$ cat config.mk
export PLATFORM = sky130hd
export DESIGN_NAME = rdn_out_fifo
export DESIGN_NICKNAME = d
export VERILOG_FILES = /design/src/design/rdn_pkg.sv /design/src/design/rdn_out_fifo.sv
export SDC_FILE = /design/constraint.sdc
export NUM_CORES = 1
export LEC_CHECK = 0
export ABC_AREA = 1
export BUFFER_PORTS_ARGS = -buffer_cell sky130_fd_sc_hd__buf_4
export CAP_MARGIN = 0
export CORE_MARGIN = 2
export CORE_UTILIZATION = 60
export DETAILED_ROUTE_END_ITERATION = 10
export PLACE_DENSITY = 0.82
export SETUP_SLACK_MARGIN = 0.2
export SYNTH_ARGS = -nofsm -noshare
export SYNTH_HDL_FRONTEND = slang
export SYNTH_SLANG_ARGS = --single-unit
$ cat constraint.sdc
create_clock -name i_clk -period 2.6 [get_ports i_clk]
set_clock_uncertainty 0.1 [all_clocks]
set_input_delay 0.78 -clock i_clk [delete_from_list [all_inputs] [get_ports i_clk]]
set_output_delay 0.78 -clock i_clk [all_outputs]
set_load 0.05 [all_outputs]
$ cat src/design/rdn_pkg.sv
// ============================================================================
// rdn_pkg
// Shared constants, types and stage arithmetic for the 3D pixel denoiser.
// ============================================================================
package rdn_pkg;

    localparam int DEF_MAX_WIDTH = 4096;
    localparam int MAX_HEIGHT    = 4096;
    localparam int TABLE_DEPTH   = 512;
    localparam int TABLE_OFFSET  = 256;

    localparam int PIX_W  = 8;
    localparam int COEF_W = 9;
    localparam int TAB_AW = 9;
    localparam int SIZE_W = 13;
    localparam int ROW_W  = 12;   // row counter, MAX_HEIGHT - 1 fits
    localparam int HEFF_W = 13;   // effective height, MAX_HEIGHT fits
    localparam int REQ_W  = 2;

    localparam logic [REQ_W-1:0] REQ_PIXEL    = 2'd0;
    localparam logic [REQ_W-1:0] REQ_SPATIAL  = 2'd1;
    localparam logic [REQ_W-1:0] REQ_TEMPORAL = 2'd2;

    // APB register map: register index sits in paddr[2]
    localparam int APB_AW   = 3;
    localparam int APB_DW   = 32;
    localparam logic [0:0] REG_WIDTH  = 1'b0;
    localparam logic [0:0] REG_HEIGHT = 1'b1;
    localparam logic [SIZE_W-1:0] RESET_WIDTH  = 13'd720;
    localparam logic [SIZE_W-1:0] RESET_HEIGHT = 13'd576;

    // output queue
    localparam int OUT_DEPTH = 4;
    localparam int OUT_AW    = 2;
    localparam int OUT_CW    = 3;

    typedef struct packed {
        logic [PIX_W-1:0] pix;
        logic [PIX_W-1:0] prev;
        logic             first_col;
        logic             first_row;
        logic             last;
    } t_pix_item;

    typedef struct packed {
        logic s1_full;
        logic busy;
    } t_pipe_stat;

    typedef struct packed {
        logic [PIX_W-1:0] filtered;
        logic             eof;
    } t_out_word;

    // table entry for prev - curr, offset into 0..511
    function automatic logic [TAB_AW-1:0] tab_index(input logic [PIX_W-1:0] prev,
                                                    input logic [PIX_W-1:0] curr);
        return {1'b0, prev} - {1'b0, curr} + TAB_AW'(TABLE_OFFSET);
    endfunction

    // curr + correction, saturated to 0..255
    function automatic logic [PIX_W-1:0] stage_sum(input logic [PIX_W-1:0] curr,
                                                   input logic signed [COEF_W-1:0] corr);
        logic signed [PIX_W+2:0] sum;
        sum = $signed({3'b000, curr}) + $signed({{2{corr[COEF_W-1]}}, corr});
        if (sum[PIX_W+2]) begin
            return '0;
        end else if (sum[PIX_W+1:PIX_W] != 2'b00) begin
            return '1;
        end else begin
            return sum[PIX_W-1:0];
        end
    endfunction

endpackage

$ cat src/design/rdn_out_fifo.sv
// ============================================================================
// rdn_out_fifo
// Small result queue decoupling the pipe from the output stall.
// ============================================================================
module rdn_out_fifo (
    input  logic               i_clk,
    input  logic               i_rst_n,
    input  logic               i_push,
    input  rdn_pkg::t_out_word i_word,
    output logic               o_valid,
    output rdn_pkg::t_out_word o_word,
    input  logic               i_stall
);
    rdn_pkg::t_out_word          r_mem [rdn_pkg::OUT_DEPTH];
    logic [rdn_pkg::OUT_AW-1:0]  r_wr, r_rd;
    logic [rdn_pkg::OUT_CW-1:0]  r_cnt, n_cnt;
    logic                        w_pop;

    assign o_valid = (r_cnt != '0);
    assign o_word  = r_mem[r_rd];
    assign w_pop   = o_valid && !i_stall;

    always_comb begin
        n_cnt = r_cnt;
        if (i_push && !w_pop) begin
            n_cnt = r_cnt + 1'b1;
        end else if (!i_push && w_pop) begin
            n_cnt = r_cnt - 1'b1;
        end
    end

    always_ff @(posedge i_clk) begin
        if (i_push) begin
            r_mem[r_wr] <= i_word;
        end
    end

    always_ff @(posedge i_clk) begin
        if (!i_rst_n) begin
            r_wr  <= '0;
            r_rd  <= '0;
            r_cnt <= '0;
        end else begin
            r_cnt <= n_cnt;
            if (i_push) begin
                r_wr <= r_wr + 1'b1;
            end
            if (w_pop) begin
                r_rd <= r_rd + 1'b1;
            end
        end
    end

endmodule

==> results of run 1 <==
==> cell families after synthesis <==
group	count (synthesis)	share of synthesized area
AOI/OAI and AO/OA	37	0.1356
buffers and inverters	20	0.06019
adders and majority gates	6	0.04365
and+or+nand+nor	40	0.09392
DFF	45	0.6667
==> final cells by class <==
cell class	count	area [um^2]	area share
Clock buffer	7	45.04	0.02082
Clock inverter	1	5.005	0.002313
Inverter	17	75.07	0.03470
Multi-Input combinational cell	83	524.3	0.2423
Sequential cell	45	1266	0.5853
Tap cell	44	55.05	0.02545
Timing Repair Buffer	23	185.2	0.08560
Timing Repair inverter	1	7.507	0.003470
==> worst max path at each step <==
stage                  start   endpoint  cells past startpoint
CTS                     flop  o_word[1]                      5
detailed placement   i_stall   r_cnt[1]                      8
floorplan           r_cnt[1]   r_cnt[1]                      8
finish                  flop  o_word[4]                      4
global placement     i_stall   r_cnt[1]                      8
global route            flop  o_word[4]                      4
==> layer usage <==
metal | part of all wire | track usage
met1 | 0.40 | 0.2678
met2 | 0.54 | 0.3758
met3 | 0.045 | 0.07143
met4 | 0.016 | 0.07619
met5 | 0 | 0
==> flip-flops by register name, indices dropped and copies added, names as in the netlist, named ones only <==
| register | count |
|---|---|
| r_wr | 2 |
| r_rd | 2 |
| r_cnt | 3 |
| r_mem | 36 |
==> worst min-delay path, cell delays in order (launching register included) <==
cell and delay (ps):
dfxtp_1 320, inv_1 80, a21oi_1 60
==> power groups by stage <==
stage / logic, mW / registers [mW] / clock network, mW
after floorplan: 0.501 / 0.874 / 0
after global placement: 0.611 / 0.878 / 0
after detailed placement: 0.646 / 0.883 / 0
after CTS: 0.655 / 0.871 / 0.318
after global routing: 0.713 / 0.880 / 0.354
final: 0.664 / 0.874 / 0.309
==> cell usage in the layout, fill, tap and decap left out, drive strengths merged, types with 2 or more instances in the layout <==
| master | Yosys | routed |
|---|---|---|
| edfxtp | 36 | 36 |
| inv | 17 | 16 |
| o22ai | 9 | 9 |
| o21ai | 22 | 22 |
| nand3 | 2 | 2 |
| buf | 3 | 23 |
| nor2 | 24 | 24 |
| dfxtp | 9 | 9 |
| ha | 5 | 5 |
| nand2 | 13 | 13 |
| clkinvlp | 0 | 2 |
| clkbuf | 0 | 7 |
| a21oi | 6 | 6 |
==> metrics by stage <==
step | instances | area [um^2]
global placement | 212 | 2077
global route | 221 | 2163
floorplan | 148 | 1892
CTS | 221 | 2146
finish | 221 | 2163
detailed placement | 212 | 2077
==> repair_timing <==
item,CTS,global route
endpoints found under the setup margin,9,8
gates resized for setup,9,8
cloned,1,0
==> out/qor.yml, run 1 <==
critical_path:
  crit_path_max_incr_delay_ps: 460
  r2r_slack_ps: 680
  crit_family: "flip-flops"
  path_class: "flop to primary output"
  critical-path-slowest-cell: "dfxtp_4"
  r2r-start: "r_cnt[1]"
  arrival_ps: 1450
  end_kind: "primary output"
  cp.required_ps: 1720
  start_kind: "flop"
  path_max_fanout: 11
  rr_endpoint: "r_cnt[2]"
  path_cells: "clkinvlp_4 > o21ai_1 > o22ai_2 > buf_4"
  cp_num_buf_inv: 2
  r2r_cells: 12
timing:
  fin_crit_sh: 0.8978
  tightest_slew_ps: 431.7
  rsz0062_at_grt: "yes"
  finalSetupTns_ps: 0
  finalHoldViolations: 0
  slew_viol_final: 0
  finalSetupViolations: 0
  max_slew_margin: 0.7119
  layout_setup_ws_ps: 265.8
  final.min_clock_period_ps: 2334
  hold_ws_ps: 389.0
  max_freq_mhz: 428.4
yosys:
  synth_nets: 167
  yosysSeqAreaShare: 0.6667
  ys_ff_latch: 45
  synth_top_area_frac: 0.5714
  ys_types: 18
  yosys.area.top_type: "edfxtp_1"
  synth_area_leaders: "edfxtp_1, dfxtp_1, o22ai_2"
  netlist_area_mm2: 0.001892
  ys_async_sr_fraction: 0
  netlist_instances: 148
  synth_area_per_cell_um2: 12.78
  synth_flop_cell: "edfxtp_1"
  yosysWarnings: 0
  synthTopCellsByCount: "edfxtp_1, o21ai_0, inv_1"
  synth_edf_count: 36
  synth.most_common_cell: "edfxtp_1"
clock_network:
  cts_buffer_depth: 2
  clk_root_buffer_cell: "clkbuf_4"
  htreeDepth: 2
  cts.clk_slew.worst_paths_ps: 110
  clkSinkCount: 45
  cts-buffers-inserted: 5
  cts_tree: "yes"
  insertion_delay_ps: 350
  post_cts_buffers: 0
  cts_hold_buf: 0
placed_design:
  gp_congestion: 0.6253
  io_buffers: 22
  dpl.hpwl_um: 2269
  pre_cts_ws_ps: 399.3
cells_and_area:
  antenna_cells: 0
  syn2layout_area_growth_pct: 14.35
  drive_above_1_share: 0.3107
  n_fill_cell: 231
  final_core_util: 0.7145
  nets: 195
drt:
  dr.pass1.iters: 4
  drtIter0Drc: 54
  wl_um: 3349
  drtAntennaViolNets: 0
  vias: 1178
  vias_per_cell: 5.330
  drcViolationCount: 0
  wire_per_inst_um: 15.15
floorplanning:
  core_area_mm2: 0.003028
  start_util: 0.6248
  die_w_um: 60.15
  io_pins: 23
  die_h_um: 60.15
  rows: 20
  design.die.area_mm2: 0.003618
worst_hold_path:
  hold_end: "r_rd[0]"
  whs_path_depth: 2
  hold_path_class: "flop to flop"
  min_from: "r_rd[0]"
power_and_ir_drop:
  cellPowerDensity_mw_per_mm2: 853.6
  internal_power_mw: 1.154
  power_mw: 1.847
  p_leak_nw: 0.8334
  peakVddDrop_mv: 0.4370
  p_comb_frac: 0.360
  seqPwrFrac: 0.473
  netSwitchingFraction: 0.3751
  clock_power_share: 0.167
  power_switching_mw: 0.6927
global_routing:
  grt_pass1_vias: 1208
  antenna_found_initial: 0
  grt_max_degree: 20
  grt_first_pass_wirelength_um: 5520
  grt_util_all_layers: 0.2225
  grt.overflow.total: 0
run_status:
  outcome: "complete, no violations"
flow_run:
  drv_cap: 0
(Power assumes the default switching activity.)
==> inputs of run 2 (changes only) <==
--- a/config.mk
+++ b/config.mk
@@ -5,7 +5,6 @@
 export SDC_FILE = /design/constraint.sdc
 export NUM_CORES = 1
 export LEC_CHECK = 0
-export ABC_AREA = 1
 export BUFFER_PORTS_ARGS = -buffer_cell sky130_fd_sc_hd__buf_4
 export CAP_MARGIN = 0
 export CORE_MARGIN = 2
==> out/qor.yml, run 2 <==
critical_path:
  path_max_fanout: 4
  path_cells: "buf_4 > mux4_2 > buf_6"
  arrival_ps: 1550
  crit_path_max_incr_delay_ps: 510
  end_kind: "primary output"
  cp_num_buf_inv: 2
  cp.required_ps: 1720
  start_kind: "flop"
  path_class: "flop to primary output"
  crit_family: "multiplexers"
  critical-path-slowest-cell: "mux4_2"
yosys:
  ys_ff_latch: 45
  yosysSeqAreaShare: 0.7164
  netlist_instances: 92
  synthTopCellsByCount: "edfxtp_1, dfxtp_1, mux4_2"
  yosys.area.top_type: "edfxtp_1"
  synth_edf_count: 36
  ys_types: 19
  synth_area_per_cell_um2: 19.14
  synth.most_common_cell: "edfxtp_1"
  synth_nets: 111
  synth_area_leaders: "edfxtp_1, mux4_2, dfxtp_1"
  synth_flop_cell: "edfxtp_1"
  netlist_area_mm2: 0.001760
  ys_async_sr_fraction: 0
  synth_top_area_frac: 0.6141
  yosysWarnings: 0
clock_network:
  clkSinkCount: 45
  cts-buffers-inserted: 5
  cts_buffer_depth: 2
  clk_root_buffer_cell: "clkbuf_4"
  cts_hold_buf: 0
  cts_tree: "yes"
  insertion_delay_ps: 350
  cts.clk_slew.worst_paths_ps: 120
  htreeDepth: 2
cells_and_area:
  stdcell_area_mm2: 0.002086
  antenna_cells: 0
  nets: 140
  drive_above_1_share: 0.3689
  final_common_cell: "edfxtp_1"
  largest_register_ffs: 36
  syn2layout_area_growth_pct: 18.48
  final_cell_mix: "edfxtp_1, buf_4, buf_6"
  largest-register: "r_mem"
  final_core_util: 0.7499
  largestRegisters: "r_mem: 36 flops, r_cnt: 3 flops"
global_routing:
  grt_first_pass_wirelength_um: 4319
  grt_pass1_vias: 926
  grt.overflow.total: 0
  grt_max_degree: 15
  antenna_found_initial: 0
  grt_util_all_layers: 0.1884
timing:
  tightest_slew_ps: 476.9
  final.min_clock_period_ps: 2435
  finalHoldViolations: 0
  max_freq_mhz: 410.7
  finalSetupTns_ps: 0
  slew_viol_final: 0
  finalSetupViolations: 0
  rsz0062_at_grt: "yes"
  max_slew_margin: 0.6821
  fin_crit_sh: 0.9365
worst_hold_path:
  hold_path_class: "flop to flop"
drt:
  drcViolationCount: 0
  vias: 875
  wl_um: 2690
  drtIter0Drc: 28
  drtAntennaViolNets: 0
  dr.pass1.iters: 4
  wire_per_inst_um: 17.58
  vias_per_cell: 5.719
floorplanning:
  die_h_um: 58.17
  die_w_um: 58.17
  rows: 19
  core_area_mm2: 0.002781
  io_pins: 23
  start_util: 0.6329
  design.die.area_mm2: 0.003383
power_and_ir_drop:
  p_leak_nw: 0.7560
  cellPowerDensity_mw_per_mm2: 937.3
  internal_power_mw: 1.316
  netSwitchingFraction: 0.3268
  seqPwrFrac: 0.457
  peakVddDrop_mv: 0.8439
  clock_power_share: 0.208
  power_switching_mw: 0.6389
  p_comb_frac: 0.335
run_status:
  outcome: "complete, no violations"
placed_design:
  gp_congestion: 0.6241
  io_buffers: 22
  dpl.hpwl_um: 1837
  placed_area_mm2: 0.001956
flow_run:
  drv_cap: 0
[run 2: power by group through the flow]
stage	clock network [mW]	logic (mW)	registers [mW]
2_1_floorplan	0	0.471	0.888
3_3_place_gp	0	0.594	0.899
3_5_place_dp	0	0.618	0.905
4_1_cts	0.420	0.665	0.894
5_1_grt	0.448	0.696	0.902
6_report	0.408	0.654	0.893
[run 2: worst paths after layout]
check	cells after the start	end	slack, ps	from
min	2	flop	420	r_rd[1]
max reg2reg	8	r_cnt[2]	370	r_cnt[1]
max	3	o_word[7]	170	flop
min reg2reg	2	flop	420	r_rd[1]
[run 2: repair_timing]
action                                  in CTS  in global routing
cloned                                       1                  0
endpoints found under the setup margin       9                  9
buffers inserted                             0                  0
gates resized for setup                     13                  0
[run 2: final cells by class]
class                   instances  area [um^2]
clock inverters                 1        6.256
fillers                       169        695.7
inverters                       4        15.01
flip-flops and latches         45         1264
multi-input cells              41        467.9
clock buffers                   7        76.32
repair buffers                 24        217.7
well taps                      31        38.79
[run 2: kinds of logic after synthesis]
kind of cell,Yosys count,synth area share
buf+inv,6,0.01776
xor+xnor,3,0.01493
mux,11,0.1265
compound gates,7,0.02558
simple gates,14,0.05189
fa+ha+maj,6,0.04691
flops,45,0.7164
[run 2: layer usage]
| metal | up-vias | share of wire | wire length [um] | track usage |
|---|---|---|---|---|
| met5 | - | 0 | 0 | 0 |
| met4 | 0 | 0.0059 | 16 | 0.07973 |
| met2 | 23 | 0.54 | 1445 | 0.3279 |
| met3 | 2 | 0.049 | 131 | 0.07589 |
| li1 | 410 | - | - | - |
| met1 | 440 | 0.41 | 1096 | 0.2029 |
[run 2: tightest hold or removal path, stage by stage, from the launching register on]
cell and delay, ps:
dfxtp_1 340, o21ai_0 70, a21boi_1 80
[run 2: through the flow]
stage               hold WS [ps]  setup slack [ps]  power [mW]  cells
floorplan                  356.0             430.8       1.359     92
global placement           368.3             312.6       1.493    144
detailed placement         397.6             213.8       1.523    144
CTS                        410.0             132.5       1.980    153
global route               465.3             85.86       2.046    153
finish                     418.2             165.2       1.955    153
==> inputs of run 3 (changes only) <==
--- a/config.mk
+++ b/config.mk
@@ -5,7 +5,7 @@
 export SDC_FILE = /design/constraint.sdc
 export NUM_CORES = 1
 export LEC_CHECK = 0
-export BUFFER_PORTS_ARGS = -buffer_cell sky130_fd_sc_hd__buf_4
+export BUFFER_PORTS_ARGS = -buffer_cell sky130_fd_sc_hd__buf_2
 export CAP_MARGIN = 0
 export CORE_MARGIN = 2
 export CORE_UTILIZATION = 60
==> out/qor.yml, run 3 (synthesis gave the netlist of run 2 again) <==
critical_path:
  cp.required_ps: 1720
  end_kind: "primary output"
  arrival_ps: 1540
  path_max_fanout: 5
  path_class: "flop to primary output"
  start_kind: "flop"
global_routing:
  grt.overflow.total: 0
  antenna_found_initial: 0
  met1_usage: 0.2099
  grt.busiest_layer: "met2"
  grt_util_all_layers: 0.1769
  met3_usage: 0.06250
  grt_first_pass_wirelength_um: 4167
  grt_max_degree: 14
  gr-usage-met2: 0.2971
  grt_pass1_vias: 848
cells_and_area:
  n_fill_cell: 187
  largest_register_ffs: 36
  largest-register: "r_mem"
  final_cell_mix: "edfxtp_1, buf_2, buf_6"
  syn2layout_area_growth_pct: 15.42
  drive_above_1_share: 0.3607
  final_common_cell: "edfxtp_1"
  antenna_cells: 0
  nets: 140
  largestRegisters: "r_mem: 36 flops, r_cnt: 3 flops"
timing:
  layout_setup_ws_ps: 181.5
  max_slew_margin: 0.6887
  slew_viol_final: 0
  fin_crit_sh: 0.9302
  rsz0062_at_grt: "yes"
  finalSetupTns_ps: 0
  finalHoldViolations: 0
  final.min_clock_period_ps: 2419
  finalSetupViolations: 0
  tightest_slew_ps: 466.9
  hold_ws_ps: 396.6
  max_freq_mhz: 413.5
drt:
  wl_um: 2614
  vias_per_cell: 5.712
  wire_per_inst_um: 17.08
  vias: 874
  drtIter0Drc: 24
  dr.pass1.iters: 4
  drtAntennaViolNets: 0
  drcViolationCount: 0
floorplanning:
  start_util: 0.6329
  io_pins: 23
  rows: 19
  die_w_um: 58.17
  die_h_um: 58.17
  design.die.area_mm2: 0.003383
  core_area_mm2: 0.002781
power_and_ir_drop:
  peakVddDrop_mv: 1.026
  cellPowerDensity_mw_per_mm2: 912.1
  p_leak_nw: 0.7325
clock_network:
  cts.clk_slew.worst_paths_ps: 120
  clkSinkCount: 45
  cts_buffer_depth: 2
  insertion_delay_ps: 340
  htreeDepth: 2
  cts_hold_buf: 0
  cts-buffers-inserted: 5
  clk_root_buffer_cell: "clkbuf_4"
  cts_tree: "yes"
flow_run:
  drv_cap: 0
placed_design:
  gp_congestion: 0.6986
  pre_cts_ws_ps: 202.3
  io_buffers: 22
worst_hold_path:
  hold_path_class: "flop to flop"
run_status:
  outcome: "complete, no violations"
-- run 3: changes by cell type in the layout (fill, tap and decap cells not counted), sizes merged --
cell	before	now
clkinv	0	2
inv	5	4
clkbuf	7	6
-- run 3: cell type report --
cell class	count	area (um^2)	area share
Clock inverter	2	10.01	0.004926
Inverter	4	15.01	0.007389
Tap cell	31	38.79	0.01909
Clock buffer	6	41.29	0.02032
Multi-Input combinational cell	41	474.2	0.2334
Sequential cell	45	1264	0.6219
Timing Repair Buffer	24	188.9	0.09298
-- run 3: path summary, 6_finish.rpt --
| kind | depth (start not counted) | to | slack [ps] | startpoint |
|---|---|---|---|---|
| setup / recovery | 3 | o_word[2] | 180 | flop |
| hold / removal | 2 | flop | 400 | r_rd[1] |
| setup reg to reg | 8 | r_cnt[2] | 410 | r_cnt[1] |
| hold reg to reg | 2 | flop | 400 | r_rd[1] |
-- run 3: stage by stage --
step,cell area [um^2],utilization,cells,power (mW)
6_report,2032,0.7305,153,1.853
3_5_place_dp,1901,0.6833,144,1.471
5_1_grt,2032,0.7305,153,1.948
4_1_cts,2022,0.7269,153,1.852
2_1_floorplan,1760,-,92,1.359
3_3_place_gp,1901,0.6833,144,1.453
-- run 3: report_power, final --
part	switching, mW	internal [mW]	leakage, nW
combinational	0.372	0.277	0.295
sequential	0.0583	0.845	0.406
clock	0.198	0.103	0.0320
-- run 3: timing repair --
action                     in CTS  in global routing
cloned                          1                  0
resized for setup              22                  2
buffers inserted                0                  0
setup endpoints to repair       9                 10
-- run 3: critical path, cell delays in order (launching register included) --
cell,delay [ps]
dfxtp_2,370
buf_6,140
mux4_2,510
buf_6,170
-- run 3: per-layer routing --
layer,vias to the layer above,part of all wire
met2,23,0.53
li1,408,-
met4,0,0.017
met3,5,0.047
met1,438,0.41
met5,-,0
