File: config.mk
export PLATFORM = sky130hd
export DESIGN_NAME = rdn_cfg
export DESIGN_NICKNAME = d
export VERILOG_FILES = /design/src/design/rdn_pkg.sv /design/src/design/rdn_cfg.sv
export SDC_FILE = /design/constraint.sdc
export NUM_CORES = 1
export LEC_CHECK = 0
export BUFFER_PORTS_ARGS = -buffer_cell sky130_fd_sc_hd__buf_4
export CAP_MARGIN = 15
export CORE_UTILIZATION = 27
export DETAILED_ROUTE_END_ITERATION = 12
export GPL_ROUTABILITY_DRIVEN = 0
export SLEW_MARGIN = 20
export SYNTH_ARGS = -nofsm -noshare
export SYNTH_HDL_FRONTEND = slang
export SYNTH_SLANG_ARGS = --single-unit
File: constraint.sdc
create_clock -name i_clk -period 2.23 [get_ports i_clk]
set_clock_uncertainty 0.1 [all_clocks]
set_input_delay 0.223 -clock i_clk [delete_from_list [all_inputs] [get_ports i_clk]]
set_output_delay 0.223 -clock i_clk [all_outputs]
set_load 0.05 [all_outputs]
File: src/design/rdn_pkg.sv
// ============================================================================
// rdn_pkg
// Shared constants, types and stage arithmetic for the 3D pixel denoiser.
// ============================================================================
package rdn_pkg;

    localparam int DEF_MAX_WIDTH = 4096;
    localparam int MAX_HEIGHT    = 4096;
    localparam int TABLE_DEPTH   = 512;
    localparam int TABLE_OFFSET  = 256;

    localparam int PIX_W  = 8;
    localparam int COEF_W = 9;
    localparam int TAB_AW = 9;
    localparam int SIZE_W = 13;
    localparam int ROW_W  = 12;   // row counter, MAX_HEIGHT - 1 fits
    localparam int HEFF_W = 13;   // effective height, MAX_HEIGHT fits
    localparam int REQ_W  = 2;

    localparam logic [REQ_W-1:0] REQ_PIXEL    = 2'd0;
    localparam logic [REQ_W-1:0] REQ_SPATIAL  = 2'd1;
    localparam logic [REQ_W-1:0] REQ_TEMPORAL = 2'd2;

    // APB register map: register index sits in paddr[2]
    localparam int APB_AW   = 3;
    localparam int APB_DW   = 32;
    localparam logic [0:0] REG_WIDTH  = 1'b0;
    localparam logic [0:0] REG_HEIGHT = 1'b1;
    localparam logic [SIZE_W-1:0] RESET_WIDTH  = 13'd720;
    localparam logic [SIZE_W-1:0] RESET_HEIGHT = 13'd576;

    // output queue
    localparam int OUT_DEPTH = 4;
    localparam int OUT_AW    = 2;
    localparam int OUT_CW    = 3;

    typedef struct packed {
        logic [PIX_W-1:0] pix;
        logic [PIX_W-1:0] prev;
        logic             first_col;
        logic             first_row;
        logic             last;
    } t_pix_item;

    typedef struct packed {
        logic s1_full;
        logic busy;
    } t_pipe_stat;

    typedef struct packed {
        logic [PIX_W-1:0] filtered;
        logic             eof;
    } t_out_word;

    // table entry for prev - curr, offset into 0..511
    function automatic logic [TAB_AW-1:0] tab_index(input logic [PIX_W-1:0] prev,
                                                    input logic [PIX_W-1:0] curr);
        return {1'b0, prev} - {1'b0, curr} + TAB_AW'(TABLE_OFFSET);
    endfunction

    // curr + correction, saturated to 0..255
    function automatic logic [PIX_W-1:0] stage_sum(input logic [PIX_W-1:0] curr,
                                                   input logic signed [COEF_W-1:0] corr);
        logic signed [PIX_W+2:0] sum;
        sum = $signed({3'b000, curr}) + $signed({{2{corr[COEF_W-1]}}, corr});
        if (sum[PIX_W+2]) begin
            return '0;
        end else if (sum[PIX_W+1:PIX_W] != 2'b00) begin
            return '1;
        end else begin
            return sum[PIX_W-1:0];
        end
    endfunction

endpackage

File: src/design/rdn_cfg.sv
// ============================================================================
// rdn_cfg
// APB size registers with clamped effective width and height.
// ============================================================================
module rdn_cfg #(
    parameter int MAX_WIDTH = rdn_pkg::DEF_MAX_WIDTH
) (
    input  logic                              i_clk,
    input  logic                              i_rst_n,
    input  logic                              psel,
    input  logic                              penable,
    input  logic                              pwrite,
    input  logic [rdn_pkg::APB_AW-1:0]        paddr,
    input  logic [rdn_pkg::APB_DW-1:0]        pwdata,
    output logic [rdn_pkg::APB_DW-1:0]        prdata,
    output logic                              pready,
    output logic [$clog2(MAX_WIDTH + 1)-1:0]  o_width_eff,
    output logic [rdn_pkg::HEFF_W-1:0]        o_height_eff,
    output logic                              o_restart
);
    localparam int WW = $clog2(MAX_WIDTH + 1);
    localparam int EW = (WW > rdn_pkg::SIZE_W) ? WW : rdn_pkg::SIZE_W;

    logic [rdn_pkg::SIZE_W-1:0] r_width, r_height;
    logic                       w_wr;
    logic [0:0]                 w_idx;
    logic [EW-1:0]              w_wext;

    assign pready = 1'b1;
    assign w_wr   = psel && penable && pwrite;
    assign w_idx  = paddr[rdn_pkg::APB_AW-1];
    assign o_restart = w_wr;

    always_ff @(posedge i_clk) begin
        if (!i_rst_n) begin
            r_width  <= rdn_pkg::RESET_WIDTH;
            r_height <= rdn_pkg::RESET_HEIGHT;
        end else if (w_wr) begin
            case (w_idx)
                rdn_pkg::REG_WIDTH:  r_width  <= pwdata[rdn_pkg::SIZE_W-1:0];
                rdn_pkg::REG_HEIGHT: r_height <= pwdata[rdn_pkg::SIZE_W-1:0];
                default: ;
            endcase
        end
    end

    always_comb begin
        case (w_idx)
            rdn_pkg::REG_WIDTH:  prdata = rdn_pkg::APB_DW'(r_width);
            rdn_pkg::REG_HEIGHT: prdata = rdn_pkg::APB_DW'(r_height);
            default:             prdata = '0;
        endcase
    end

    // zero reads as one, oversize clamps to the line store depth
    assign w_wext = EW'(r_width);
    always_comb begin
        if (r_width == '0) begin
            o_width_eff = WW'(1);
        end else if (w_wext > EW'(MAX_WIDTH)) begin
            o_width_eff = WW'(MAX_WIDTH);
        end else begin
            o_width_eff = WW'(w_wext);
        end
    end

    always_comb begin
        if (r_height == '0) begin
            o_height_eff = rdn_pkg::HEFF_W'(1);
        end else if (r_height > rdn_pkg::SIZE_W'(rdn_pkg::MAX_HEIGHT)) begin
            o_height_eff = rdn_pkg::HEFF_W'(rdn_pkg::MAX_HEIGHT);
        end else begin
            o_height_eff = rdn_pkg::HEFF_W'(r_height);
        end
    end

endmodule

==> reports/qor.csv, run 1 <==
stage,metric,value,unit
clocking,tritoncts,yes,
yosys,netlist_area,0.00158,mm^2
drt,antenna_left,0,
global_route,grt_pass1_vias,1197,
clocking,clockBufferDepth,2,
layout,antennaDiodeCount,0,
pwr,power_density,529,mW/mm^2
sta,relSlewSlack,0.644,
yosys,synth_cell_types,19,
clocking,clkTransAtPathRegs,0.09,ns
setup_path,crit_type,reg2out,
global_route,grt_pass1_wl,5890,um
drt,drtIter0Drc,47,
sta,finalHoldViolCount,0,
yosys,ys_top_cells_by_area,"dfxtp_1 33%, mux2i_1 16%, nor2b_1 13%",
clocking,cts_root_buf,clkbuf_8,
clocking,clk_latency,0.27,ns
layout,layout_commonest_cell,buf_4,
floorplanning,die_area,0.00617,mm^2
drt,drt-total-wl,3880,um
layout,regArea,520,um^2
layout,multi_input_area,906,um^2
drt,vias_per_cell,4.36,
setup_path,cp_slowest_stage_delay,0.66,ns
floorplanning,die_w,78.5,um
pwr,vdd_drop_max,0.213,mV
yosys,syn_avg_cell_area,8.88,um^2
setup_path,cp-start-kind,register,
clocking,cts_max_level,1,
layout,nNetsFinal,268,
clocking,holdBufCountCts,0,
layout,syn2layout_area_growth,27.8,%
global_route,grt_max_degree,42,
setup_path,r2r_setup_slack,1.19,ns
yosys,synth_top_area_frac,0.329,
placed_design,io_buffers,58,
yosys,yosysWarnings,0,
global_route,grt_overflow,0,
pwr,power.leakage,0.000963,uW
sta,fin_hold_ws,0.112,ns
floorplanning,io_pins,100,
setup_path,cp_max_fo,15,
setup_path,cp.required,1.91,ns
sta,period_share,0.832,
clocking,cts_made_buffers,3,
layout,final_cell_mix,"59 x buf_4, 32 x nor2b_1, 32 x nand2_1",
setup_path,slowest_stage,dfxtp_1,
floorplanning,fp.coreArea,0.00557,mm^2
yosys,synth_cells,178,
sta,setup_ws,0.375,ns
yosys,ys_ff_latch,26,
clocking,cts_resized,0,
clocking,cts.sinks,26,
sta,setup_viol,0,
placed_design,place_hpwl,2910,um
sta,grt_setup_unrepaired,false,
sta,clock.fmax,0.539,GHz
drt,drtPass1Iterations,4,
layout,drive_gt1_frac,0.339,
sta,worstMarginPinSlew,0.533,ns
setup_path,cp.arrival,1.53,ns
global_route,gr-usage-all-layers,0.124,
layout,n_fill_cell,598,
sta,fin_crit,1.85,ns
placed_design,pre_cts_ws,0.679,ns
sta,finalMaxSlewViolations,0,
setup_path,critPathCaptureType,primary output,
floorplanning,fp-row-count,27,
yosys,seq_area_frac_synth,0.329,
clocking,cts_setup_buffers,0,
run,cap_violations,0,
hold_path,holdCritPathClass,in2reg,
setup_path,path_cells,nor4_1 > a32o_1 > buf_4,
yosys,synth_top_area_cell,dfxtp_1,
sta,fin_setup_tns,0,ns
layout,fin_area,0.00202,mm^2
drt,vias,1303,
drt,drc,0,
drt,wire_per_inst,13.0,um
global_route,antenna_found_initial,0,
placed_design,place_area,0.00197,mm^2
floorplanning,start_util,0.284,
run_status,status,"complete, no violations",
floorplanning,die_h,78.5,um
[stage by stage]
step / utilization / total power [uW] / instances
after floorplan: - / 733 / 196
after global placement: 0.353 / 777 / 295
after detailed placement: 0.353 / 778 / 295
after CTS: 0.363 / 1080 / 299
after global routing: 0.363 / 1120 / 299
final: 0.363 / 1070 / 299
[logic make-up after synthesis]
family | count (synthesis) | share of synthesized area
buf+inv | 34 | 0.141
mux | 38 | 0.250
flops | 26 | 0.329
other cells | 2 | 0.00475
compound gates | 3 | 0.0158
simple gates | 75 | 0.259
[routing by layer]
metal | GRT usage | wire [um] | up-vias
li1 | - | - | 648
met1 | 0.161 | 1800 | 610
met2 | 0.201 | 1830 | 43
met5 | 0 | 0 | -
met3 | 0.0314 | 223 | 2
met4 | 0.0389 | 23 | 0
[critical path: cells and delay by family (launching register included)]
kind / cells / cell delay (ns)
buf+inv: 1 / 0.19
flops: 1 / 0.66
simple gates: 1 / 0.13
compound gates: 1 / 0.28
[Yosys cell counts, drive strengths merged]
cell type and count:
and3 1, nand2 32, mux2 12, dfxtp 26, conb 2, buf 24
inv 2, a32o 2, and4 1, nand4b 1, nor4 6, and4b 1
nor2b 32, mux2i 26, o21ai 1, clkbuf 8, nand4 1
[state kept, by name, summed over array words and instances (netlist names)]
register / count
r_width: 13
r_height: 13
[final cells by class]
| cell class | instances | area share |
|---|---|---|
| timing repair buffer | 59 | 0.219 |
| sequential | 26 | 0.257 |
| clock buffer | 4 | 0.0272 |
| multi-input combinational | 136 | 0.448 |
| tap | 72 | 0.0446 |
| inverter | 2 | 0.00371 |
[worst paths after layout]
path                                               start  cells past startpoint                        to
worst max-delay path            r_width[12]$_SDFFE_PN0P_                      3            o_width_eff[0]
worst min-delay path                           pwdata[4]                      3  r_height[4]$_SDFFE_PN0P_
worst max register to register  r_width[12]$_SDFFE_PN0P_                      2  r_width[12]$_SDFFE_PN0P_
worst min register to register   r_width[0]$_SDFFE_PN0P_                      2   r_width[0]$_SDFFE_PN0P_
[power breakdown]
part           switching (uW)  total, uW  leakage, uW  internal [uW]
registers                11.6        486     0.000211            474
logic                     202        280     0.000724           77.4
clock network             147        305    0.0000288            158
total                     361       1070     0.000963            709
Power figures use the tool's default switching activity.
==> run 2, diff against run 1 <==
- ABC_AREA: unset -> 1
- clock period: 2.23 -> 1.85 ns (I/O delays scaled with it)
==> reports/qor.csv, run 2 <==
stage,metric,value,unit,change
run_status,status,"complete, no violations",,unchanged
drt,antenna_left,0,,unchanged
yosys,synth_edf_count,0,,unchanged
clocking,cts_root_buf,clkbuf_8,,unchanged
floorplanning,die_h,79.5,um,was 78.5 um
setup_path,crit_type,reg2out,,unchanged
layout,fin_area,0.00216,mm^2,was 0.00202 mm^2
floorplanning,io_pins,100,,unchanged
yosys,ys.flop_type,dfxtp_1,,unchanged
setup_path,cp.arrival,1.48,ns,was 1.53 ns
sta,fin_crit,1.76,ns,
hold_path,holdPathStages,3,,unchanged
pwr,p_sw,534,uW,was 361 uW
layout,syn2layout_area_growth,33.0,%,was 27.8%
setup_path,cp.required,1.56,ns,was 1.91 ns
placed_design,place_area,0.00200,mm^2,was 0.00197 mm^2
layout,stdcell_count,349,,was 299
placed_design,io_buffers,58,,unchanged
pwr,swShare,0.352,,was 0.337
layout,regArea,524,um^2,was 520 um^2
pwr,p_comb_frac,0.292,,was 0.261
clocking,cts.sinks,26,,unchanged
yosys,netlist_area,0.00162,mm^2,was 0.00158 mm^2
setup_path,r2r_end,r_width[12]$_SDFFE_PN0P_,,unchanged
clocking,cts_setup_buffers,0,,unchanged
setup_path,worstReg2RegStart,r_width[12]$_SDFFE_PN0P_,,unchanged
floorplanning,start_util,0.287,,was 0.284
global_route,gr-usage-all-layers,0.130,,was 0.124
yosys,seq_area_frac_synth,0.321,,was 0.329
setup_path,r2r_setup_slack,0.84,ns,was 1.19 ns
yosys,ys_ff_latch,26,,unchanged
layout,drive_gt1_frac,0.350,,was 0.339
layout,n_fill_cell,624,,was 598
hold_path,hold_end,r_height[6]$_SDFFE_PN1P_,,was r_height[4]$_SDFFE_PN0P_
pwr,power_density,704,mW/mm^2,was 529 mW/mm^2
sta,grt_setup_unrepaired,true,,was false
pwr,seqPwrFrac,0.396,,was 0.454
pwr,power_frac_clock,0.312,,was 0.285
setup_path,reg2regPathDepth,2,,unchanged
pwr,power.leakage,0.00106,uW,was 0.000963 uW
yosys,yosysWarnings,0,,unchanged
global_route,antenna_found_initial,0,,unchanged
yosys,netlist_top_cells_count,"33 x nand2_1, 28 x inv_1, 26 x dfxtp_1, 24 x o21ai_0, 21 x buf_4",,"was 32 x nand2_1, 32 x nor2b_1, 26 x dfxtp_1, 26 x mux2i_1, 21 x buf_4"
clocking,cts_resized,0,,unchanged
drt,vias,1505,,was 1303
layout,antennaDiodeCount,0,,unchanged
yosys,synth_cells,226,,was 178
clocking,cts_max_level,1,,unchanged
placed_design,place_hpwl,3080,um,was 2910 um
drt,wire_per_inst,11.7,um,was 13.0 um
sta,setup_viol,0,,unchanged
global_route,grt_pass1_vias,1315,,was 1197
sta,finalMaxSlewViolations,0,,unchanged
floorplanning,fp-row-count,27,,unchanged
pwr,vdd_drop_max,0.284,mV,was 0.213 mV
drt,drtIter0Drc,73,,was 47
drt,drt-total-wl,4070,um,was 3880 um
hold_path,min_from,pwdata[6],,was pwdata[4]
global_route,grt_max_degree,27,,was 42
clocking,holdBufCountCts,0,,unchanged
setup_path,critPathCaptureType,primary output,,unchanged
layout,final_cell_mix,"56 x buf_4, 32 x nand2_1, 26 x inv_1",,"was 59 x buf_4, 32 x nor2b_1, 32 x nand2_1"
layout,nNetsFinal,318,,was 268
drt,drc,0,,unchanged
setup_path,cp-start-kind,register,,unchanged
clocking,clockBufferDepth,2,,unchanged
setup_path,cp_max_fo,6,,was 15
yosys,synth_top_area_cell,dfxtp_1,,unchanged
sta,clock.fmax,0.568,GHz,
floorplanning,fp.coreArea,0.00564,mm^2,was 0.00557 mm^2
global_route,grt_overflow,0,,unchanged
pwr,p_int,984,uW,was 709 uW
drt,drtPass1Iterations,4,,unchanged
clocking,clk_latency,0.27,ns,about the same
placed_design,place_inst,345,,was 295
clocking,clkTransAtPathRegs,0.10,ns,was 0.09 ns
yosys,synth_cell_types,24,,was 19
layout,multi_input_area,861,um^2,was 906 um^2
layout,reg_top3,"r_height (13), r_width (13)",,unchanged
sta,period_share,0.952,,
yosys,ys_top_cells_by_area,"dfxtp_1 32%, buf_4 9.7%, nand2_1 7.6%",,"was dfxtp_1 33%, mux2i_1 16%, nor2b_1 13%"
yosys,synth_top_area_frac,0.321,,was 0.329
yosys,synthArstFlopShare,0,,unchanged
run,cap_violations,0,,unchanged
drt,vias_per_cell,4.31,,was 4.36
floorplanning,die_area,0.00632,mm^2,was 0.00617 mm^2
global_route,grt_pass1_wl,6370,um,was 5890 um
yosys,syn_avg_cell_area,7.18,um^2,was 8.88 um^2
clocking,tritoncts,yes,,unchanged
hold_path,holdCritPathClass,in2reg,,unchanged
layout,layout_commonest_cell,buf_4,,unchanged
clocking,cts_made_buffers,3,,unchanged
sta,finalHoldViolCount,0,,unchanged
yosys,synth_most_common_cell,nand2_1,,
pwr,total_power,1520,uW,was 1070 uW
floorplanning,die_w,79.5,um,was 78.5 um
run 2: cell types whose count changed in the layout (fill, tap and decap cells not counted), sizes merged, moves of 4 or more:
cell,previous run,this run
nor4,6,0
nor2,0,21
a21boi,0,9
mux2i,26,0
a21oi,0,29
o211ai,0,4
buf,59,63
o21ai,1,34
inv,2,29
nor2b,32,0
mux2,12,0
run 2: routing by layer:
metal	vias up	wire length, um	GRT usage
li1	788	-	-
met1	667	1940	0.175
met2	46	1890	0.208
met3	4	223	0.0286
met4	0	23	0.0327
met5	-	0	0
run 2: power by group through the flow:
stage,Sequential (uW),Clock [uW],Combinational (uW)
6_report,601,474,443
5_1_grt,605,507,470
4_1_cts,600,480,436
3_5_place_dp,612,0,435
3_3_place_gp,612,0,434
2_1_floorplan,604,0,363
run 2: area by class of cell:
cell class | instances | share of cell area
clock buffer | 3 | 0.0191
clock inverter | 1 | 0.0139
inverter | 29 | 0.0516
multi-input combinational | 155 | 0.399
sequential | 26 | 0.243
tap | 72 | 0.0418
timing repair buffer | 63 | 0.231
run 2: worst max path at each step:
stage	endpoint	start
2_1_floorplan	o_height_eff[11]	r_height[6]$_SDFFE_PN1P_
3_3_place_gp	o_width_eff[2]	r_width[3]$_SDFFE_PN0P_
3_5_place_dp	o_width_eff[2]	r_width[0]$_SDFFE_PN0P_
4_1_cts	o_width_eff[2]	r_width[3]$_SDFFE_PN0P_
5_1_grt	o_width_eff[10]	r_width[6]$_SDFFE_PN1P_
6_report	o_width_eff[8]	r_width[10]$_SDFFE_PN0P_
run 2: logic make-up (layout without fill, tap and decap cells):
kind of cell / after synthesis / in the layout / share of synthesized area
buffers and inverters: 63 / 96 / 0.221
DFF: 26 / 26 / 0.321
other: 2 / 20 / 0.00463
and+or+nand+nor: 59 / 59 / 0.171
AOI/OAI and AO/OA: 76 / 76 / 0.282
run 2: worst max-delay path, stage by stage, from the launching register on:
cell	delay, ns
dfxtp_1	0.33
nor2_1	0.11
nand2_1	0.07
nor2_1	0.12
nand2_2	0.09
buf_6	0.15
a21oi_1	0.13
buf_4	0.22
run 2: through the flow:
step | hold slack [ns] | utilization | setup WS [ns] | setup TNS (ns)
6_report | 0.0332 | 0.382 | 0.0890 | 0
4_1_cts | 0.0319 | 0.368 | 0.00888 | 0
3_3_place_gp | 0.313 | 0.355 | 0.300 | 0
3_5_place_dp | 0.319 | 0.355 | 0.327 | 0
5_1_grt | 0.0331 | 0.382 | -0.0164 | -0.0466
2_1_floorplan | 0.202 | - | -0.267 | -1.60
==> run 3, diff against run 2 <==
- ABC_AREA: 1 -> 0
==> reports/qor.csv, run 3 (synthesized netlist as in run 1, its figures left out) <==
stage,metric,value,unit,change
run_status,status,"complete, no violations",,unchanged
run,cap_violations,0,,unchanged
pwr,power_frac_clock,0.253,,was 0.312
drt,antenna_left,0,,unchanged
clocking,cts_resized,0,,unchanged
clocking,clk_latency,0.26,ns,was 0.27 ns
layout,layout_commonest_cell,buf_4,,unchanged
sta,setup_viol,0,,unchanged
layout,stdcell_count,300,,was 349
setup_path,cp_slowest_stage_delay,0.53,ns,was 0.33 ns
placed_design,place_hpwl,2960,um,was 3080 um
floorplanning,start_util,0.284,,was 0.287
sta,grt_setup_unrepaired,false,,was true
floorplanning,io_pins,100,,unchanged
setup_path,crit_family,flip-flops,,was simple AND/OR/NAND/NOR gates
layout,reg_top3,"r_height (13), r_width (13)",,unchanged
sta,finalHoldViolCount,0,,unchanged
drt,drc,0,,unchanged
layout,utilization,0.363,,was 0.382
pwr,seqPwrFrac,0.474,,was 0.396
floorplanning,die_w,78.5,um,was 79.5 um
placed_design,io_buffers,58,,unchanged
floorplanning,fp.coreArea,0.00557,mm^2,was 0.00564 mm^2
clocking,cts_made_buffers,3,,unchanged
global_route,grt_pass1_wl,6030,um,was 6370 um
clocking,clockBufferDepth,2,,unchanged
pwr,vdd_drop_max,0.283,mV,was 0.284 mV
setup_path,critPathMostFrequentCell,buf_4,,was nor2_1
layout,n_fill_cell,598,,was 624
hold_path,holdCritPathClass,in2reg,,unchanged
drt,drtPass1Iterations,4,,unchanged
sta,fin_setup_tns,0,ns,unchanged
sta,fin_hold_ws,0.0829,ns,was 0.0332 ns
layout,multi_input_area,906,um^2,was 861 um^2
setup_path,crit_type,reg2out,,unchanged
global_route,grt_overflow,0,,unchanged
clocking,cts_setup_buffers,0,,unchanged
setup_path,r2r_setup_slack,0.80,ns,was 0.84 ns
clocking,cts_max_level,1,,unchanged
global_route,gr-usage-all-layers,0.125,,was 0.130
global_route,grt_max_degree,42,,was 27
global_route,grt_pass1_vias,1218,,was 1315
clocking,tritoncts,yes,,unchanged
drt,vias,1300,,was 1505
pwr,power_density,611,mW/mm^2,was 704 mW/mm^2
pwr,swShare,0.343,,was 0.352
pwr,p_comb_frac,0.274,,was 0.292
setup_path,path_cells,buf_4 > inv_1 > a32o_1 > buf_4,,was nor2_1 > nand2_1 > nor2_1 > nand2_2 > buf_6 > a21oi_1 > buf_4
drt,drtIter0Drc,49,,was 73
drt,drt-total-wl,3890,um,was 4070 um
setup_path,critPathCaptureType,primary output,,unchanged
setup_path,path_buf_inv,3,,was 2
sta,period_share,0.943,,was 0.952
floorplanning,die_area,0.00617,mm^2,was 0.00632 mm^2
setup_path,slowest_stage,dfxtp_1,,unchanged
setup_path,cp.arrival,1.46,ns,was 1.48 ns
layout,fin_area,0.00202,mm^2,was 0.00216 mm^2
pwr,p_sw,425,uW,was 534 uW
layout,final_cell_mix,"61 x buf_4, 32 x nor2b_1, 32 x nand2_1",,"was 56 x buf_4, 32 x nand2_1, 26 x inv_1"
setup_path,cp-start-kind,register,,unchanged
clocking,clkTransAtPathRegs,0.09,ns,was 0.10 ns
layout,antennaDiodeCount,0,,unchanged
clocking,holdBufCountCts,0,,unchanged
sta,clock.fmax,0.573,GHz,was 0.568 GHz
pwr,power.leakage,0.000967,uW,was 0.00106 uW
floorplanning,die_h,78.5,um,was 79.5 um
placed_design,place_inst,297,,was 345
sta,finalMaxSlewViolations,0,,unchanged
layout,syn2layout_area_growth,27.9,%,was 33.0%
drt,vias_per_cell,4.33,,was 4.31
sta,fin_crit,1.74,ns,was 1.76 ns
layout,nNetsFinal,270,,was 318
drt,wire_per_inst,13.0,um,was 11.7 um
pwr,p_int,812,uW,was 984 uW
setup_path,cp.required,1.56,ns,about the same
clocking,cts_root_buf,clkbuf_8,,unchanged
floorplanning,fp-row-count,27,,unchanged
global_route,antenna_found_initial,0,,unchanged
clocking,cts.sinks,26,,unchanged
setup_path,cp_max_fo,9,,was 6
placed_design,place_area,0.00198,mm^2,was 0.00200 mm^2
layout,regArea,520,um^2,was 524 um^2
layout,drive_gt1_frac,0.342,,was 0.350
-- run 3: changes by cell type in the layout (fill, tap and decap cells not counted), sizes merged, moves of 3 or more --
cell | previous run | this run
o21ai | 34 | 1
nor2b | 0 | 32
a21oi | 29 | 0
inv | 29 | 2
mux2i | 0 | 26
nor2 | 21 | 0
mux2 | 0 | 12
a21boi | 9 | 0
nor4 | 0 | 6
o211ai | 4 | 0
nand3 | 3 | 0
-- run 3: worst paths after layout --
path,start,endpoint,cells after the start
setup / recovery,r_height[12]$_SDFFE_PN0P_,o_height_eff[0],4
hold / removal,pwdata[9],r_width[9]$_SDFFE_PN1P_,3
setup reg to reg,r_width[12]$_SDFFE_PN0P_,r_width[12]$_SDFFE_PN0P_,3
hold reg to reg,r_height[0]$_SDFFE_PN0P_,r_height[0]$_SDFFE_PN0P_,2
-- run 3: power groups by stage --
stage	clock network, uW	registers, uW	logic, uW
4_1_cts	322	586	340
5_1_grt	342	588	357
6_report	312	586	338
3_5_place_dp	0	599	340
3_3_place_gp	0	599	339
2_1_floorplan	0	593	291
-- run 3: per-stage QoR --
stage	power [uW]	setup slack, ns
after floorplan	884	0.312
after global placement	938	0.398
after detailed placement	939	0.383
after CTS	1250	0.0780
after global routing	1290	0.00813
final	1240	0.106
-- run 3: worst register-to-register path, delay by kind of cell (launching register included) --
family,cells,cell delay (ns)
simple gates,1,0.06
mux,1,0.12
flops,1,0.49
buf+inv,1,0.22
-- run 3: per-layer routing --
layer | vias up | global-route usage | wire length (um)
li1 | 651 | - | -
met1 | 601 | 0.164 | 1740
met2 | 46 | 0.202 | 1890
met3 | 2 | 0.0314 | 250
met4 | 0 | 0.0333 | 15
met5 | - | 0 | 0
-- run 3: final cells by class --
| class | instances | area share |
|---|---|---|
| inverters | 2 | 0.00371 |
| clock buffers | 3 | 0.0204 |
| repair buffers | 61 | 0.226 |
| multi-input cells | 136 | 0.448 |
| flip-flops and latches | 26 | 0.257 |
| well taps | 72 | 0.0445 |
